===== src/hdl/gregorian_to_solar_hijri_date_unit_macros.svh =====
// ----------------------------------------------------------------------------
// Gregorian to Solar Hijri date unit: assertion macros
// Same-cycle and next-cycle implication property wrappers with reset disable.
// ----------------------------------------------------------------------------
`ifndef GREGORIAN_TO_SOLAR_HIJRI_DATE_UNIT_MACROS_SVH
`define GREGORIAN_TO_SOLAR_HIJRI_DATE_UNIT_MACROS_SVH

// same-cycle implication
`define GSH_ASSERT_IMPL(name, clk_s, rst_s, ante, cons, msg) \
  name: assert property (@(posedge clk_s) disable iff (!(rst_s)) (ante) |-> (cons)) \
    else $error(msg);

// next-cycle implication
`define GSH_ASSERT_NEXT(name, clk_s, rst_s, ante, cons, msg) \
  name: assert property (@(posedge clk_s) disable iff (!(rst_s)) (ante) |=> (cons)) \
    else $error(msg);

`endif


===== src/hdl/gsh_pkg.sv =====
// ----------------------------------------------------------------------------
// gsh_pkg
// Widths, calendar constants and reciprocal multipliers for the date unit.
// ----------------------------------------------------------------------------
`default_nettype none

package gsh_pkg;

  localparam int YEAR_W  = 12;
  localparam int MONTH_W = 4;
  localparam int DAY_W   = 5;
  localparam int DAYS_W  = 20;   // absolute day count
  localparam int OFF_W   = 10;   // small day terms of the count

  localparam logic [YEAR_W-1:0] GREG_YEAR_MIN   = 12'd622;
  localparam logic [YEAR_W-1:0] EPOCH_SPLIT     = 12'd1600;
  localparam logic [YEAR_W-1:0] EPOCH_LOW       = 12'd621;
  localparam logic [YEAR_W-1:0] SOLAR_YEAR_HIGH = 12'd979;
  localparam logic [YEAR_W-1:0] LEAP4_BIAS      = 12'd3;
  localparam logic [YEAR_W-1:0] LEAP100_BIAS    = 12'd99;
  localparam logic [YEAR_W-1:0] LEAP400_BIAS    = 12'd399;
  localparam logic [YEAR_W-1:0] CYCLE33_YEARS   = 12'd33;
  localparam logic [YEAR_W-1:0] GROUP4_YEARS    = 12'd4;

  localparam logic [MONTH_W-1:0] MONTH_FIRST  = 4'd1;
  localparam logic [MONTH_W-1:0] MONTH_LEAP   = 4'd2;
  localparam logic [MONTH_W-1:0] MONTH_SECOND = 4'd7;
  localparam logic [MONTH_W-1:0] MONTH_LAST   = 4'd12;

  localparam logic [DAYS_W-1:0] DAY_OFFSET = 20'd80;

  localparam int unsigned CYCLE33_DAYS = 12053;
  localparam int unsigned GROUP4_DAYS  = 1461;
  localparam int unsigned YEAR_DAYS    = 365;
  localparam int unsigned FIRST_HALF   = 186;
  localparam int unsigned LONG_MONTH   = 31;
  localparam int unsigned SHORT_MONTH  = 30;

  // leap corrections: exact ceil-reciprocal divide of 12-bit values
  localparam int unsigned C100_SHIFT = 20;
  localparam int unsigned C100_MUL   = ((1 << C100_SHIFT) + 99) / 100;
  localparam int unsigned C400_SHIFT = 22;
  localparam int unsigned C400_MUL   = ((1 << C400_SHIFT) + 399) / 400;
  localparam int          LMUL_W     = $clog2(C400_MUL + 1);
  localparam int          LPROD_W    = YEAR_W + LMUL_W;

  // 33-year cycle: floor reciprocal, quotient low by at most one
  localparam int          C33_MUL   = (1 << DAYS_W) / CYCLE33_DAYS;
  localparam int          Q33_W     = $clog2(C33_MUL + 1);
  localparam int          P33_W     = DAYS_W + Q33_W;
  localparam int          R33_W     = $clog2(CYCLE33_DAYS);
  localparam int          R33RAW_W  = R33_W + 1;

  // 4-year group: floor reciprocal, quotient low by at most one
  localparam int          C4_MUL    = (1 << R33_W) / GROUP4_DAYS;
  localparam int          Q4_W      = $clog2(C4_MUL + 1);
  localparam int          P4_W      = R33_W + Q4_W;
  localparam int          R4_W      = $clog2(GROUP4_DAYS);
  localparam int          R4RAW_W   = R4_W + 1;

  // day of year and month split
  localparam int          DY_W      = $clog2(YEAR_DAYS + 1);
  localparam int          MD_V_W    = $clog2(FIRST_HALF);
  localparam int unsigned MD_SHIFT  = 16;
  localparam int unsigned M31_MUL   = ((1 << MD_SHIFT) + LONG_MONTH - 1) / LONG_MONTH;
  localparam int unsigned M30_MUL   = ((1 << MD_SHIFT) + SHORT_MONTH - 1) / SHORT_MONTH;
  localparam int          MD_MUL_W  = $clog2(M30_MUL + 1);
  localparam int          MD_P_W    = MD_V_W + MD_MUL_W;
  localparam int          MD_Q_W    = MD_P_W - MD_SHIFT;

  typedef struct packed {
    logic [DAYS_W-1:0] days;
    logic [YEAR_W-1:0] jy;
  } gsh_count_t;

  function automatic logic [8:0] days_before_month(input logic [MONTH_W-1:0] m);
    logic [8:0] d;
    case (m)
      4'd1:    d = 9'd0;
      4'd2:    d = 9'd31;
      4'd3:    d = 9'd59;
      4'd4:    d = 9'd90;
      4'd5:    d = 9'd120;
      4'd6:    d = 9'd151;
      4'd7:    d = 9'd181;
      4'd8:    d = 9'd212;
      4'd9:    d = 9'd243;
      4'd10:   d = 9'd273;
      4'd11:   d = 9'd304;
      4'd12:   d = 9'd334;
      default: d = 9'd0;
    endcase
    return d;
  endfunction

endpackage

`default_nettype wire


===== src/hdl/gsh_greg_if.sv =====
// ----------------------------------------------------------------------------
// gsh_greg_if
// Gregorian date channel: valid/ready with year, month and day.
// ----------------------------------------------------------------------------
`default_nettype none

interface gsh_greg_if;
  logic                        valid;
  logic                        ready;
  logic [gsh_pkg::YEAR_W-1:0]  greg_year;
  logic [gsh_pkg::MONTH_W-1:0] greg_month;
  logic [gsh_pkg::DAY_W-1:0]   greg_day;

  modport source (output valid, greg_year, greg_month, greg_day, input ready);
  modport sink   (input valid, greg_year, greg_month, greg_day, output ready);
endinterface

`default_nettype wire


===== src/hdl/gsh_solar_if.sv =====
// ----------------------------------------------------------------------------
// gsh_solar_if
// Solar Hijri date channel: valid/ready with year, month and day.
// ----------------------------------------------------------------------------
`default_nettype none

interface gsh_solar_if;
  logic                        valid;
  logic                        ready;
  logic [gsh_pkg::YEAR_W-1:0]  solar_year;
  logic [gsh_pkg::MONTH_W-1:0] solar_month;
  logic [gsh_pkg::DAY_W-1:0]   solar_day;

  modport source (output valid, solar_year, solar_month, solar_day, input ready);
  modport sink   (input valid, solar_year, solar_month, solar_day, output ready);
endinterface

`default_nettype wire


===== src/hdl/gsh_day_count.sv =====
// ----------------------------------------------------------------------------
// gsh_day_count
// Three-stage front end: input clamp, leap-day terms, absolute day count.
// ----------------------------------------------------------------------------
`default_nettype none

module gsh_day_count (
  input  logic                        clk,
  input  logic                        rst_n,
  input  logic                        up_valid,
  output logic                        up_ready,
  input  logic [gsh_pkg::YEAR_W-1:0]  greg_year,
  input  logic [gsh_pkg::MONTH_W-1:0] greg_month,
  input  logic [gsh_pkg::DAY_W-1:0]   greg_day,
  output logic                        dn_valid,
  input  logic                        dn_ready,
  output gsh_pkg::gsh_count_t         dn_count
);

  logic [2:0] vld_r, vld_nxt, vld_in;
  logic [3:0] en;

  // stage 1
  logic [gsh_pkg::YEAR_W-1:0]  gyc, gy, gy2;
  logic [gsh_pkg::MONTH_W-1:0] gm;
  logic                        hi;
  logic [gsh_pkg::YEAR_W-1:0]  s1_gy_nxt, s1_a_nxt, s1_b_nxt;
  logic [gsh_pkg::OFF_W-1:0]   s1_off_nxt;
  logic [gsh_pkg::YEAR_W-1:0]  s1_gy_r, s1_a_r, s1_b_r;
  logic [gsh_pkg::OFF_W-1:0]   s1_off_r;
  logic                        s1_hi_r;

  // stage 2
  logic [gsh_pkg::LPROD_W-1:0] p100, p400;
  logic [gsh_pkg::DAYS_W-1:0]  s2_y365_nxt, s2_y365_r;
  logic [gsh_pkg::LPROD_W-1:gsh_pkg::C100_SHIFT] s2_q100_nxt, s2_q100_r;
  logic [gsh_pkg::LPROD_W-1:gsh_pkg::C400_SHIFT] s2_q400_nxt, s2_q400_r;
  logic [gsh_pkg::OFF_W-1:0]   s2_off_r;
  logic                        s2_hi_r;

  // stage 3
  gsh_pkg::gsh_count_t         s3_nxt, s3_r;

  always_comb begin
    en[3] = dn_ready;
    for (int k = 2; k >= 0; k--) begin
      en[k] = !vld_r[k] || en[k+1];
    end
  end

  assign vld_in   = {vld_r[1:0], up_valid};
  assign up_ready = en[0];
  assign dn_valid = vld_r[2];
  assign dn_count = s3_r;

  always_comb begin
    for (int k = 0; k < 3; k++) begin
      vld_nxt[k] = en[k] ? vld_in[k] : vld_r[k];
    end
  end

  always_ff @(posedge clk) begin
    if (!rst_n) begin
      vld_r <= '0;
    end else begin
      vld_r <= vld_nxt;
    end
  end

  always_comb begin
    gyc = (greg_year < gsh_pkg::GREG_YEAR_MIN) ? gsh_pkg::GREG_YEAR_MIN : greg_year;
    if (greg_month < gsh_pkg::MONTH_FIRST) begin
      gm = gsh_pkg::MONTH_FIRST;
    end else if (greg_month > gsh_pkg::MONTH_LAST) begin
      gm = gsh_pkg::MONTH_LAST;
    end else begin
      gm = greg_month;
    end
    hi  = gyc > gsh_pkg::EPOCH_SPLIT;
    gy  = hi ? gyc - gsh_pkg::EPOCH_SPLIT : gyc - gsh_pkg::EPOCH_LOW;
    gy2 = gy + gsh_pkg::YEAR_W'(gm > gsh_pkg::MONTH_LEAP);
    s1_gy_nxt  = gy;
    s1_a_nxt   = gy2 + gsh_pkg::LEAP100_BIAS;
    s1_b_nxt   = gy2 + gsh_pkg::LEAP400_BIAS;
    s1_off_nxt = gsh_pkg::OFF_W'((gy2 + gsh_pkg::LEAP4_BIAS) >> 2)
               + gsh_pkg::OFF_W'(greg_day)
               + gsh_pkg::OFF_W'(gsh_pkg::days_before_month(gm));
  end

  always_comb begin
    p100 = gsh_pkg::LPROD_W'(s1_a_r) * gsh_pkg::LPROD_W'(gsh_pkg::C100_MUL);
    p400 = gsh_pkg::LPROD_W'(s1_b_r) * gsh_pkg::LPROD_W'(gsh_pkg::C400_MUL);
    s2_q100_nxt = p100[gsh_pkg::LPROD_W-1:gsh_pkg::C100_SHIFT];
    s2_q400_nxt = p400[gsh_pkg::LPROD_W-1:gsh_pkg::C400_SHIFT];
    s2_y365_nxt = gsh_pkg::DAYS_W'(s1_gy_r) * gsh_pkg::DAYS_W'(gsh_pkg::YEAR_DAYS);
  end

  always_comb begin
    s3_nxt.days = s2_y365_r + gsh_pkg::DAYS_W'(s2_off_r) + gsh_pkg::DAYS_W'(s2_q400_r)
                - gsh_pkg::DAYS_W'(s2_q100_r) - gsh_pkg::DAY_OFFSET;
    s3_nxt.jy   = s2_hi_r ? gsh_pkg::SOLAR_YEAR_HIGH : '0;
  end

  always_ff @(posedge clk) begin
    if (en[0]) begin
      s1_gy_r  <= s1_gy_nxt;
      s1_a_r   <= s1_a_nxt;
      s1_b_r   <= s1_b_nxt;
      s1_off_r <= s1_off_nxt;
      s1_hi_r  <= hi;
    end
    if (en[1]) begin
      s2_y365_r <= s2_y365_nxt;
      s2_q100_r <= s2_q100_nxt;
      s2_q400_r <= s2_q400_nxt;
      s2_off_r  <= s1_off_r;
      s2_hi_r   <= s1_hi_r;
    end
    if (en[2]) begin
      s3_r <= s3_nxt;
    end
  end

endmodule

`default_nettype wire


===== src/hdl/gregorian_to_solar_hijri_date_unit.sv =====
// ----------------------------------------------------------------------------
// gregorian_to_solar_hijri_date_unit
// Gregorian to Solar Hijri (Jalali) date conversion, twelve-stage pipeline.
// ----------------------------------------------------------------------------
//  channel    dir  handshake     payload
//  in_greg    in   valid/ready   greg_year[11:0] greg_month[3:0] greg_day[4:0]
//  out_solar  out  valid/ready   solar_year[11:0] solar_month[3:0] solar_day[4:0]
//
//  One transaction per cycle sustained while the output is not stalled;
//  each passes through twelve register stages: three in the day count,
//  nine in the divide chain.
//  Reset clears the stage valid bits only; no clearing pass.
//  Each stage holds while its successor is full and stalled; empty stages
//  fill behind a stalled output, so nothing is dropped or repeated.
// ----------------------------------------------------------------------------
`default_nettype none
`include "gregorian_to_solar_hijri_date_unit_macros.svh"

module gregorian_to_solar_hijri_date_unit (
  input  logic         clk,
  input  logic         rst_n,
  gsh_greg_if.sink     in_greg,
  gsh_solar_if.source  out_solar
);

  logic                dc_valid, dc_ready;
  gsh_pkg::gsh_count_t dc_count;

  logic [12:4] vld_r, vld_nxt, vld_in;
  logic [13:4] en;

  // stage 4: 33-year quotient estimate
  logic [gsh_pkg::P33_W-1:0]    p33;
  logic [gsh_pkg::Q33_W-1:0]    s4_q_nxt, s4_q_r;
  logic [gsh_pkg::DAYS_W-1:0]   s4_days_r;
  logic [gsh_pkg::YEAR_W-1:0]   s4_jy_r;
  // stage 5: raw remainder
  logic [gsh_pkg::DAYS_W:0]     m33, d33;
  logic [gsh_pkg::R33RAW_W-1:0] s5_r_nxt, s5_r_r;
  logic [gsh_pkg::Q33_W-1:0]    s5_q_r;
  logic [gsh_pkg::YEAR_W-1:0]   s5_jy_r;
  // stage 6: corrected remainder, year update
  logic                         ge33;
  logic [gsh_pkg::Q33_W-1:0]    q33;
  logic [gsh_pkg::R33_W-1:0]    s6_r_nxt, s6_r_r;
  logic [gsh_pkg::YEAR_W-1:0]   s6_jy_nxt, s6_jy_r;
  // stage 7: 4-year quotient estimate
  logic [gsh_pkg::P4_W-1:0]     p4;
  logic [gsh_pkg::Q4_W-1:0]     s7_q_nxt, s7_q_r;
  logic [gsh_pkg::R33_W-1:0]    s7_r_r;
  logic [gsh_pkg::YEAR_W-1:0]   s7_jy_r;
  // stage 8
  logic [gsh_pkg::R33RAW_W-1:0] m4, d4;
  logic [gsh_pkg::R4RAW_W-1:0]  s8_r_nxt, s8_r_r;
  logic [gsh_pkg::Q4_W-1:0]     s8_q_r;
  logic [gsh_pkg::YEAR_W-1:0]   s8_jy_r;
  // stage 9
  logic                         ge4;
  logic [gsh_pkg::Q4_W-1:0]     q4;
  logic [gsh_pkg::R4_W-1:0]     s9_r_nxt, s9_r_r;
  logic [gsh_pkg::YEAR_W-1:0]   s9_jy_nxt, s9_jy_r;
  // stage 10: single years
  logic [gsh_pkg::R4_W-1:0]     t4;
  logic [1:0]                   yadd;
  logic [gsh_pkg::DY_W-1:0]     s10_dy_nxt, s10_dy_r;
  logic [gsh_pkg::YEAR_W-1:0]   s10_jy_nxt, s10_jy_r;
  // stage 11: month quotient
  logic                         s11_first_nxt, s11_first_r;
  logic [gsh_pkg::MD_V_W-1:0]   s11_v_nxt, s11_v_r;
  logic [gsh_pkg::MD_MUL_W-1:0] mdk;
  logic [gsh_pkg::MD_P_W-1:0]   pmd;
  logic [gsh_pkg::MD_Q_W-1:0]   s11_q_nxt, s11_q_r;
  logic [gsh_pkg::YEAR_W-1:0]   s11_jy_r;
  // stage 12: output register
  logic [gsh_pkg::MD_V_W-1:0]   mdiv, mrem;
  logic [gsh_pkg::MONTH_W-1:0]  s12_jm_nxt, s12_jm_r;
  logic [gsh_pkg::DAY_W-1:0]    s12_jd_nxt, s12_jd_r;
  logic [gsh_pkg::YEAR_W-1:0]   s12_jy_r;

  gsh_day_count u_day_count (
    .clk        (clk),
    .rst_n      (rst_n),
    .up_valid   (in_greg.valid),
    .up_ready   (in_greg.ready),
    .greg_year  (in_greg.greg_year),
    .greg_month (in_greg.greg_month),
    .greg_day   (in_greg.greg_day),
    .dn_valid   (dc_valid),
    .dn_ready   (dc_ready),
    .dn_count   (dc_count)
  );

  always_comb begin
    en[13] = out_solar.ready;
    for (int k = 12; k >= 4; k--) begin
      en[k] = !vld_r[k] || en[k+1];
    end
  end

  assign dc_ready = en[4];
  assign vld_in   = {vld_r[11:4], dc_valid};

  always_comb begin
    for (int k = 4; k <= 12; k++) begin
      vld_nxt[k] = en[k] ? vld_in[k] : vld_r[k];
    end
  end

  always_ff @(posedge clk) begin
    if (!rst_n) begin
      vld_r <= '0;
    end else begin
      vld_r <= vld_nxt;
    end
  end

  always_comb begin
    p33      = gsh_pkg::P33_W'(dc_count.days) * gsh_pkg::P33_W'(gsh_pkg::C33_MUL);
    s4_q_nxt = p33[gsh_pkg::P33_W-1:gsh_pkg::DAYS_W];

    m33      = (gsh_pkg::DAYS_W+1)'(s4_q_r) * (gsh_pkg::DAYS_W+1)'(gsh_pkg::CYCLE33_DAYS);
    d33      = (gsh_pkg::DAYS_W+1)'(s4_days_r) - m33;
    s5_r_nxt = d33[gsh_pkg::R33RAW_W-1:0];

    ge33      = s5_r_r >= gsh_pkg::R33RAW_W'(gsh_pkg::CYCLE33_DAYS);
    s6_r_nxt  = ge33 ? gsh_pkg::R33_W'(s5_r_r - gsh_pkg::R33RAW_W'(gsh_pkg::CYCLE33_DAYS))
                     : gsh_pkg::R33_W'(s5_r_r);
    q33       = s5_q_r + gsh_pkg::Q33_W'(ge33);
    s6_jy_nxt = s5_jy_r + gsh_pkg::YEAR_W'(q33) * gsh_pkg::CYCLE33_YEARS;

    p4       = gsh_pkg::P4_W'(s6_r_r) * gsh_pkg::P4_W'(gsh_pkg::C4_MUL);
    s7_q_nxt = p4[gsh_pkg::P4_W-1:gsh_pkg::R33_W];

    m4       = gsh_pkg::R33RAW_W'(s7_q_r) * gsh_pkg::R33RAW_W'(gsh_pkg::GROUP4_DAYS);
    d4       = gsh_pkg::R33RAW_W'(s7_r_r) - m4;
    s8_r_nxt = d4[gsh_pkg::R4RAW_W-1:0];

    ge4       = s8_r_r >= gsh_pkg::R4RAW_W'(gsh_pkg::GROUP4_DAYS);
    s9_r_nxt  = ge4 ? gsh_pkg::R4_W'(s8_r_r - gsh_pkg::R4RAW_W'(gsh_pkg::GROUP4_DAYS))
                    : gsh_pkg::R4_W'(s8_r_r);
    q4        = s8_q_r + gsh_pkg::Q4_W'(ge4);
    s9_jy_nxt = s8_jy_r + gsh_pkg::YEAR_W'(q4) * gsh_pkg::GROUP4_YEARS;
  end

  // year within the 4-year group
  always_comb begin
    t4 = s9_r_r - gsh_pkg::R4_W'(1);
    if (s9_r_r <= gsh_pkg::R4_W'(gsh_pkg::YEAR_DAYS)) begin
      yadd       = 2'd0;
      s10_dy_nxt = gsh_pkg::DY_W'(s9_r_r);
    end else if (t4 >= gsh_pkg::R4_W'(3 * gsh_pkg::YEAR_DAYS)) begin
      yadd       = 2'd3;
      s10_dy_nxt = gsh_pkg::DY_W'(t4 - gsh_pkg::R4_W'(3 * gsh_pkg::YEAR_DAYS));
    end else if (t4 >= gsh_pkg::R4_W'(2 * gsh_pkg::YEAR_DAYS)) begin
      yadd       = 2'd2;
      s10_dy_nxt = gsh_pkg::DY_W'(t4 - gsh_pkg::R4_W'(2 * gsh_pkg::YEAR_DAYS));
    end else begin
      yadd       = 2'd1;
      s10_dy_nxt = gsh_pkg::DY_W'(t4 - gsh_pkg::R4_W'(gsh_pkg::YEAR_DAYS));
    end
    s10_jy_nxt = s9_jy_r + gsh_pkg::YEAR_W'(yadd);
  end

  always_comb begin
    s11_first_nxt = s10_dy_r < gsh_pkg::DY_W'(gsh_pkg::FIRST_HALF);
    s11_v_nxt     = s11_first_nxt ? gsh_pkg::MD_V_W'(s10_dy_r)
                  : gsh_pkg::MD_V_W'(s10_dy_r - gsh_pkg::DY_W'(gsh_pkg::FIRST_HALF));
    mdk           = s11_first_nxt ? gsh_pkg::MD_MUL_W'(gsh_pkg::M31_MUL)
                                  : gsh_pkg::MD_MUL_W'(gsh_pkg::M30_MUL);
    pmd           = gsh_pkg::MD_P_W'(s11_v_nxt) * gsh_pkg::MD_P_W'(mdk);
    s11_q_nxt     = pmd[gsh_pkg::MD_P_W-1:gsh_pkg::MD_SHIFT];

    mdiv       = s11_first_r ? gsh_pkg::MD_V_W'(gsh_pkg::LONG_MONTH)
                             : gsh_pkg::MD_V_W'(gsh_pkg::SHORT_MONTH);
    mrem       = s11_v_r - gsh_pkg::MD_V_W'(s11_q_r) * mdiv;
    s12_jm_nxt = (s11_first_r ? gsh_pkg::MONTH_FIRST : gsh_pkg::MONTH_SECOND)
               + gsh_pkg::MONTH_W'(s11_q_r);
    s12_jd_nxt = gsh_pkg::DAY_W'(mrem) + gsh_pkg::DAY_W'(1);
  end

  always_ff @(posedge clk) begin
    if (en[4]) begin
      s4_q_r    <= s4_q_nxt;
      s4_days_r <= dc_count.days;
      s4_jy_r   <= dc_count.jy;
    end
    if (en[5]) begin
      s5_r_r  <= s5_r_nxt;
      s5_q_r  <= s4_q_r;
      s5_jy_r <= s4_jy_r;
    end
    if (en[6]) begin
      s6_r_r  <= s6_r_nxt;
      s6_jy_r <= s6_jy_nxt;
    end
    if (en[7]) begin
      s7_q_r  <= s7_q_nxt;
      s7_r_r  <= s6_r_r;
      s7_jy_r <= s6_jy_r;
    end
    if (en[8]) begin
      s8_r_r  <= s8_r_nxt;
      s8_q_r  <= s7_q_r;
      s8_jy_r <= s7_jy_r;
    end
    if (en[9]) begin
      s9_r_r  <= s9_r_nxt;
      s9_jy_r <= s9_jy_nxt;
    end
    if (en[10]) begin
      s10_dy_r <= s10_dy_nxt;
      s10_jy_r <= s10_jy_nxt;
    end
    if (en[11]) begin
      s11_first_r <= s11_first_nxt;
      s11_v_r     <= s11_v_nxt;
      s11_q_r     <= s11_q_nxt;
      s11_jy_r    <= s10_jy_r;
    end
    if (en[12]) begin
      s12_jm_r <= s12_jm_nxt;
      s12_jd_r <= s12_jd_nxt;
      s12_jy_r <= s11_jy_r;
    end
  end

  assign out_solar.valid       = vld_r[12];
  assign out_solar.solar_year  = s12_jy_r;
  assign out_solar.solar_month = s12_jm_r;
  assign out_solar.solar_day   = s12_jd_r;

  `GSH_ASSERT_IMPL(a_cycle_rem, clk, rst_n, vld_r[6], s6_r_r < gsh_pkg::R33_W'(gsh_pkg::CYCLE33_DAYS), "33-year remainder out of range")
  `GSH_ASSERT_IMPL(a_group_rem, clk, rst_n, vld_r[9], s9_r_r < gsh_pkg::R4_W'(gsh_pkg::GROUP4_DAYS), "4-year remainder out of range")
  `GSH_ASSERT_IMPL(a_month_ok, clk, rst_n, vld_r[12], (s12_jm_r >= gsh_pkg::MONTH_FIRST) && (s12_jm_r <= gsh_pkg::MONTH_LAST) && (s12_jd_r != '0), "result month or day out of range")
  `GSH_ASSERT_NEXT(a_stage_hold, clk, rst_n, vld_r[8] && !en[8], vld_r[8] && $stable(s8_r_r), "stalled stage lost its transaction")

endmodule

`default_nettype wire

===== src/flat_wrapper.sv =====
// flat-port wrapper written by rule: the top's interface ports become plain ports
module gregorian_to_solar_hijri_date_unit_flat 
  (clk, rst_n, in_greg_valid, in_greg_greg_year, in_greg_greg_month, in_greg_greg_day, in_greg_ready, out_solar_valid, out_solar_solar_year, out_solar_solar_month, out_solar_solar_day, out_solar_ready);
  gsh_greg_if in_greg_i ();
  gsh_solar_if out_solar_i ();
  input  logic clk;
  input  logic rst_n;
  input wire logic [$bits(in_greg_i.valid)-1:0] in_greg_valid;
  input wire logic [$bits(in_greg_i.greg_year)-1:0] in_greg_greg_year;
  input wire logic [$bits(in_greg_i.greg_month)-1:0] in_greg_greg_month;
  input wire logic [$bits(in_greg_i.greg_day)-1:0] in_greg_greg_day;
  output wire logic [$bits(in_greg_i.ready)-1:0] in_greg_ready;
  output wire logic [$bits(out_solar_i.valid)-1:0] out_solar_valid;
  output wire logic [$bits(out_solar_i.solar_year)-1:0] out_solar_solar_year;
  output wire logic [$bits(out_solar_i.solar_month)-1:0] out_solar_solar_month;
  output wire logic [$bits(out_solar_i.solar_day)-1:0] out_solar_solar_day;
  input wire logic [$bits(out_solar_i.ready)-1:0] out_solar_ready;
  assign in_greg_i.valid = in_greg_valid;
  assign in_greg_i.greg_year = in_greg_greg_year;
  assign in_greg_i.greg_month = in_greg_greg_month;
  assign in_greg_i.greg_day = in_greg_greg_day;
  assign in_greg_ready = in_greg_i.ready;
  assign out_solar_valid = out_solar_i.valid;
  assign out_solar_solar_year = out_solar_i.solar_year;
  assign out_solar_solar_month = out_solar_i.solar_month;
  assign out_solar_solar_day = out_solar_i.solar_day;
  assign out_solar_i.ready = out_solar_ready;
  gregorian_to_solar_hijri_date_unit u_core (.clk(clk), .rst_n(rst_n), .in_greg(in_greg_i), .out_solar(out_solar_i));
endmodule

===== config.mk =====
export PLATFORM = sky130hd
export DESIGN_NAME = gregorian_to_solar_hijri_date_unit_flat
export DESIGN_NICKNAME = d
export VERILOG_FILES = /design/src/hdl/gsh_pkg.sv /design/src/hdl/gsh_greg_if.sv /design/src/hdl/gsh_solar_if.sv /design/src/hdl/gsh_day_count.sv /design/src/hdl/gregorian_to_solar_hijri_date_unit.sv /design/src/flat_wrapper.sv
export VERILOG_INCLUDE_DIRS = /design/src /design/src/hdl
export SDC_FILE = /design/constraint.sdc
export NUM_CORES = 1
export LEC_CHECK = 0
export BUFFER_PORTS_ARGS = -buffer_cell sky130_fd_sc_hd__buf_2
export CORE_MARGIN = 4
export CORE_UTILIZATION = 35
export CTS_CLUSTER_DIAMETER = 60
export DETAILED_ROUTE_END_ITERATION = 8
export PLACE_DENSITY = 0.5
export SYNTH_ARGS = -nofsm -noshare
export SYNTH_HDL_FRONTEND = slang
export SYNTH_SLANG_ARGS = --single-unit

===== constraint.sdc =====
create_clock -name clk -period 14.7 [get_ports clk]
set_input_delay 3.675 -clock clk [delete_from_list [all_inputs] [get_ports clk]]
set_output_delay 3.675 -clock clk [all_outputs]
set_load 0.005 [all_outputs]

**Word level (Yosys, flattened, before mapping)**

Memory sizes are Yosys's and may differ from the RTL's.
Cells that the tools add are included.

- Logic and storage cells: 141
- Register bits after elaboration: 369
- Memories kept: 1
- Output and inout port bits: 23
- Input port bits: 25
- Memory bits (read-only): 144

- Magnitude comparators: 11
- Multiply operators: 10
- Add/subtract/negate cells: 29
- Mux-type cells: 17
- Reductions and logical operators: 24

Memory list:

| memory | depth | width | read ports | clocked after memory_dff | write ports | RTL line | source |
|---|---|---|---|---|---|---|---|
| (name not given) | 16 | 9 | 1 | 0 | 0 | gsh_pkg.sv:78 | `case (m)` |

Operators by type and width:

| kind | count |
|---|---|
| $mul 12x13->25 const B | 2 |
| $mux 9 | 3 |
| $mul 20x6->26 const B | 1 |
| $mux 12 | 2 |
| $add 20x10->20 | 1 |
| $add 20x4->20 | 1 |
| $mul 12x9->20 const B | 1 |
| $mul 8x12->20 | 1 |
| $sub 20x6->20 | 1 |
| $sub 20x7->20 const B | 1 |
| $mul 14x4->18 const B | 1 |
| $mux 8 | 2 |
| $ge 15x14->1 const B | 1 |
| $mul 7x14->15 const B | 1 |
| $sub 15x15->15 | 1 |
| $mux 14 | 1 |
| $sub 14x14->14 const B | 1 |
| $add 12x1->12 | 1 |
| $add 12x12->12 | 1 |
| $add 12x2->12 | 1 |
| $add 12x2->12 const B | 1 |
| $add 12x6->12 | 1 |
| $add 12x7->12 const B | 1 |
| $add 12x9->12 const B | 1 |
| other kinds (37) | 62 |

**Depth between registers and ports, before layout**

- Depth after elaboration: 13
- Mapped depth: 33
- Depth with buffers taken out: 30

**Modules after synthesis**

Synthesis repeated with hierarchy kept, for this count alone.

- Cell total of the unflattened synthesis: 2869
- Area, all modules: 31661.6 um^2

By module, submodules not included:

| module | area an instance (um^2) | sequential area each (um^2) | instances | cells each |
|---|---|---|---|---|
| gregorian_to_solar_hijri_date_unit | 17819.6 | 7297.0 | 1 | 1555 |
| gsh_day_count | 13842.0 | 3273.1 | 1 | 1314 |

**Worst setup path after synthesis**

OpenSTA, ideal clock, no wires.

- Path type: input port to flip-flop
- Start point: input port in_greg_greg_year[10]
- End point: register u_core.u_day_count.s1_off_r[9] (netlist name) (data pin)
- Setup slack: 4.590 ns
- Setup time: 0.260 ns
- Required time: 14.440 ns
- Buffers on the path: 2
- Data arrival time: 9.850 ns
- Stages on the path: 31
- Cell sequence: buf_2 nor4_4 a21oi_1 o21ai_0 ha_1 nand4_1 or4_4 o21ai_4 inv_4 buf_6 mux2i_1 ha_1 inv_1 nor3_1 o211ai_1 o311ai_1 xnor2_1 a211o_1 xor2_1 fa_1 inv_1 ha_1 a21oi_1 o21ai_0 a21oi_1 o21bai_1 a21o_1 a21oi_1 xor2_1 xnor2_1 xnor2_1

- Longest elaborated chain between the ends: 8
- Elaborated cells on any way between the ends: 10
- Classes of those cells: add/sub (6); order compare (2); mux (2)

Ends and longest elaborated chain:

| element | RTL line | source |
|---|---|---|
| start: declaration | flat_wrapper.sv:9 | `input wire logic [$bits(in_greg_i.greg_year)-1:0] in_greg_greg_year;` |
| $lt 12x10->1 | gsh_day_count.sv:71 | `gyc = (greg_year < gsh_pkg::GREG_YEAR_MIN) ? gsh_pkg::GREG_YEAR_MIN : greg_year;` |
| $mux 12 * | gsh_day_count.sv:71 |  |
| $gt 12x11->1 * | gsh_day_count.sv:79 | `hi = gyc > gsh_pkg::EPOCH_SPLIT;` |
| net u_core.u_day_count.hi | gsh_day_count.sv:26 | `logic hi;` |
| $mux 12 * | gsh_day_count.sv:80 | `gy = hi ? gyc - gsh_pkg::EPOCH_SPLIT : gyc - gsh_pkg::EPOCH_LOW;` |
| net u_core.u_day_count.gy, one bit | gsh_day_count.sv:24 | `logic [gsh_pkg::YEAR_W-1:0] gyc, gy, gy2;` |
| $add 12x1->12 * | gsh_day_count.sv:81 | `gy2 = gy + gsh_pkg::YEAR_W'(gm > gsh_pkg::MONTH_LEAP);` |
| $add 12x2->12 * | gsh_day_count.sv:85 | `s1_off_nxt = gsh_pkg::OFF_W'((gy2 + gsh_pkg::LEAP4_BIAS) >> 2)` |
| $add 10x5->10 * | gsh_day_count.sv:86 | `+ gsh_pkg::OFF_W'(greg_day)` |
| $add 10x9->10 * | gsh_day_count.sv:87 | `+ gsh_pkg::OFF_W'(gsh_pkg::days_before_month(gm));` |
| net u_core.u_day_count.s1_off_nxt, one bit | gsh_day_count.sv:28 | `logic [gsh_pkg::OFF_W-1:0] s1_off_nxt;` |
| end signal: assignment | gsh_day_count.sv:109 | `s1_off_r <= s1_off_nxt;` |
| end: declaration | gsh_day_count.sv:30 | `logic [gsh_pkg::OFF_W-1:0] s1_off_r;` |

Mark *: on every way through the listed nets, which the timed path passes. The rest lies on a longest branch.
A chain may end at the register's enable or synchronous reset.

**Worst setup path after layout**

- Start point: input port in_greg_greg_year[10]
- End point: register u_core.u_day_count.s1_off_r[9] (netlist name) (data pin)

- Longest elaborated chain between the ends: 8
- Elaborated cells on any way between the ends: 10
- Classes of those cells: add/sub (6); order compare (2); mux (2)

Ends and longest elaborated chain:

| element | RTL line |
|---|---|
| $lt 12x10->1 | gsh_day_count.sv:71 |
| $mux 12 * | gsh_day_count.sv:71 |
| $sub 12x10->12 (tied with other cells) | gsh_day_count.sv:80 |
| $mux 12 * | gsh_day_count.sv:80 |
| net u_core.u_day_count.gy, one bit | gsh_day_count.sv:24 |
| $add 12x1->12 * | gsh_day_count.sv:81 |
| $add 12x2->12 * | gsh_day_count.sv:85 |
| $add 10x5->10 * | gsh_day_count.sv:86 |
| $add 10x9->10 * | gsh_day_count.sv:87 |
| net u_core.u_day_count.s1_off_nxt, one bit | gsh_day_count.sv:28 |

Marked as above.

==> impl_results.md <==
* Outcome: finished clean
* Antenna violations before repair at 0
* Async SR Flop Fraction at 0
* Critical Path Max Stage Delay at between 0.5 and 0.6 ns
* Setup Fix Bufs, Post-CTS at 0
* Wire length of the first global-routing pass at 100000 um
* Final hold violation count at 0
* Flops & latches, synth at 334
* Ports placed on the boundary at 48
* Final Core Density at 0.391
* Number of instances in the synthesized netlist at about 2800
* Most frequent cell on the critical path: xnor2_1
* Capturing point of the worst reg2reg path: u_core.u_day_count.s2_q100_r[25]
* Number of antenna diodes at 0
* Clock-pin slew reported for the worst setup and hold paths after clock tree synthesis at 0.06 ns
* Largest fanout on the critical path at 12
* Data required, critical path at 15.02 ns
* Placed Instances at between 3000 and 4000
* Total of hold buffers inserted after clock tree synthesis at 0
* Unique masters post-synth at 88
* Level count of the clock H-tree at 2
* Critical path startpoint: in_greg_greg_year[10]
* Met3 Routed Length at between 1500 and 2000 um
* Die span in x at 302 um
* Reg2reg path depth at 17
* Die outline height at 302 um
* Starting density of the core at 0.354
* Vias after detailed routing at approximately 19000
* Detailed Place HPWL at 49900 um
* Worst Hold Depth at 0
* Area of the die at 0.0912 mm2
* Routed length on met1 at 25400 um
* Post-synth design cell area at about 0.030 mm2
* Hold path endpoint: u_core.s9_jy_r[0]
* Least setup slack across all paths after layout at 4.03 ns
* Maximum clock frequency at 0.0937 GHz
* Number of max-capacitance violations reported at 0
* Vias in the first global route at 20019
* Resized cells post-CTS at 0
* RSZ-0062 raised after global routing: no
* Critical path data arrival time at roughly 11 ns
* Number of input and output port buffers inserted at 47
* Minimum setup slack after placement at 3.43 ns
* Worst flop-to-flop path startpoint: u_core.u_day_count.s1_a_r[9]
* Setup TNS after final layout at 0 ns
* Final RePlAce weighted congestion at 0.816
* Clk Tree Root Cell: clkbuf_16
* Crit start category: input pin
* Dominant register cell in the synthesized netlist: edfxtp_1
* Sequential element share of the synthesized area at 0.328
* Reg-to-reg setup timing slack at between 8 and 9 ns
* DRC violation count after routing at 0
* Vias per Instance at 4.63
* Number of buffers inserted during clock tree synthesis at 46
* Final period demand of the worst path at 10.67 ns
* Warnings from Yosys at 0
* Initial DRT Pass Iterations at 7
* Tightest Pin Transition at 1.06 ns
* Final critical-path share of the clock period at 0.726
* Number of nets with antenna violations after detailed routing at 0
* Final setup skew at roughly 0.036 ns
* Worst-skew pair later-pin latency at 0.58 ns
* Total congestion overflow after global routing at 0
* Type of destination of the critical path: register
* Rows at 107
* Maximum clock insertion buffer count at 3
* CP max stage cell: or4_4
* Met2 WL post-DR at 31100 um
* Non-filler instance count after layout at around 4000
* Hold Path Origin: u_core.s8_jy_r[0]
* Routed WL per cell at 14.8 um
* Drt initial violations at 650
* Clk sinks at 334
* Critical path start-end classification: in2reg
* Final-report setup violation count at 0
* TritonCTS clock tree: yes
* # nets final at roughly 3600
* Fraction of layout cells with a size suffix above 1 at 0.0611
* Number of max-slew violations in the final report at 0
* Post-synthesis area per instance at 11.0 um2
* Count of flip-flops with a built-in enable after synthesis at 322
* Core Footprint at 0.0854 mm2
* Overall track demand over capacity in global routing at 0.135
* Uppermost routed layer: met4
* Pin count of the biggest net entering global routing at 47
* Final routed wirelength across all metal layers at 59200 um
* Worst min-delay path category: reg2reg
* Layout overhead on the synthesized area at 10.4%
* Max-slew headroom at the worst pin at 0.294
-- layer usage --
| layer | track usage | up-vias |
|---|---|---|
| li1 | - | 9315 |
| met1 | 0.161 | 8999 |
| met2 | 0.256 | 171 |
| met3 | 0.0184 | 69 |
| met4 | 0.0294 | 0 |
| met5 | 0 | - |
-- worst max-delay path, delay by kind of cell --
family	cells	cell delay, ns
AOI/OAI and AO/OA	10	2.28
xor gates and xnor gates	5	0.92
adders and majority gates	4	1.36
buffers and inverters	5	0.51
muxes	1	0.25
and+or+nand+nor	6	1.96
-- per-stage QoR --
step / hold WS (ns) / cell area (um2)
floorplan: 0.400 / 30300
global placement: 0.402 / 31800
detailed placement: 0.405 / 31800
CTS: 0.417 / 33400
global route: 0.423 / 33400
finish: 0.417 / 33400
-- flip-flops by register name, indices dropped and copies added (netlist names), 14 cells and up --
signal                        cells
u_core.s4_days_r                 15
u_core.u_day_count.dn_count      21
u_core.s6_r_r                    14
u_core.u_day_count.s2_y365_r     20
u_core.s5_r_r                    15
-- layout make-up --
type	count	area (um2)
clock buffers	49	1160
clock inverters	32	419
fillers	8425	52000
inverters	634	2380
multi-input cells	1763	17800
flip-flops and latches	334	9910
well taps	1144	1430
repair buffers	51	265
-- synthesized netlist by cell type, types with 8 or more instances --
cell        n  area [um2]
or3_1      14        87.6
a21oi_1   104         521
nand2_1    95         357
nor2_1    105         394
nand4_1     8        50.1
nand3_1    33         165
o21bai_1    8        60.1
a21o_1     30         225
inv_1     633        2380
dfxtp_1    12         240
fa_1      245        4900
a21boi_0   11        82.6
nor2b_1    31         194
a211oi_1    8        60.1
xnor2_1   152        1330
ha_1      507        6340
o21ai_0    83         415
xor2_1     69         604
nor4_1      9        56.3
o21a_1     23         173
or2_2      13        81.3
clkbuf_1   22        82.6
and3_1     18         113
a31oi_1    13        81.3
nor3_1     35         175
nand2b_1   21         131
edfxtp_1  322        9670
-- layout by cell type, fill, tap and decap left out, types with 30 or more instances in the layout --
cell       instances
inv_1            632
ha_1             507
edfxtp_1         322
fa_1             245
xnor2_1          152
nor2_1           105
a21oi_1          104
nand2_1           94
o21ai_0           83
xor2_1            69
buf_2             47
clkbuf_16         46
nor3_1            35
nand3_1           33
nor2b_1           31
a21o_1            30
-- how the worst max path moves through the flow --
| stage | end | slack [ns] | depth (start not counted) |
|---|---|---|---|
| 2_1_floorplan | u_core.u_day_count.s1_off_r[9] | 4.59 | 31 |
| 3_3_place_gp | u_core.u_day_count.s1_off_r[9] | 3.38 | 31 |
| 3_5_place_dp | u_core.u_day_count.s1_off_r[9] | 3.43 | 31 |
| 4_1_cts | u_core.u_day_count.s1_off_r[9] | 4.00 | 31 |
| 5_1_grt | u_core.u_day_count.s1_off_r[9] | 3.43 | 31 |
| 6_report | u_core.u_day_count.s1_off_r[9] | 4.03 | 31 |
-- kinds of logic after synthesis --
family,Yosys count,share of synthesized area
other,2,0.000248
AND/OR/NAND/NOR,422,0.0718
AO/OA/AOI/OAI,348,0.0751
buffers and inverters,663,0.0830
adder cells (fa/ha/maj),752,0.372
flip-flops,334,0.328
XOR/XNOR,225,0.0663
multiplexers,12,0.00418
Power is left out: the tool's default activity adds up to more than one toggle a clock period on the data nets, which glitch-free logic cannot reach.
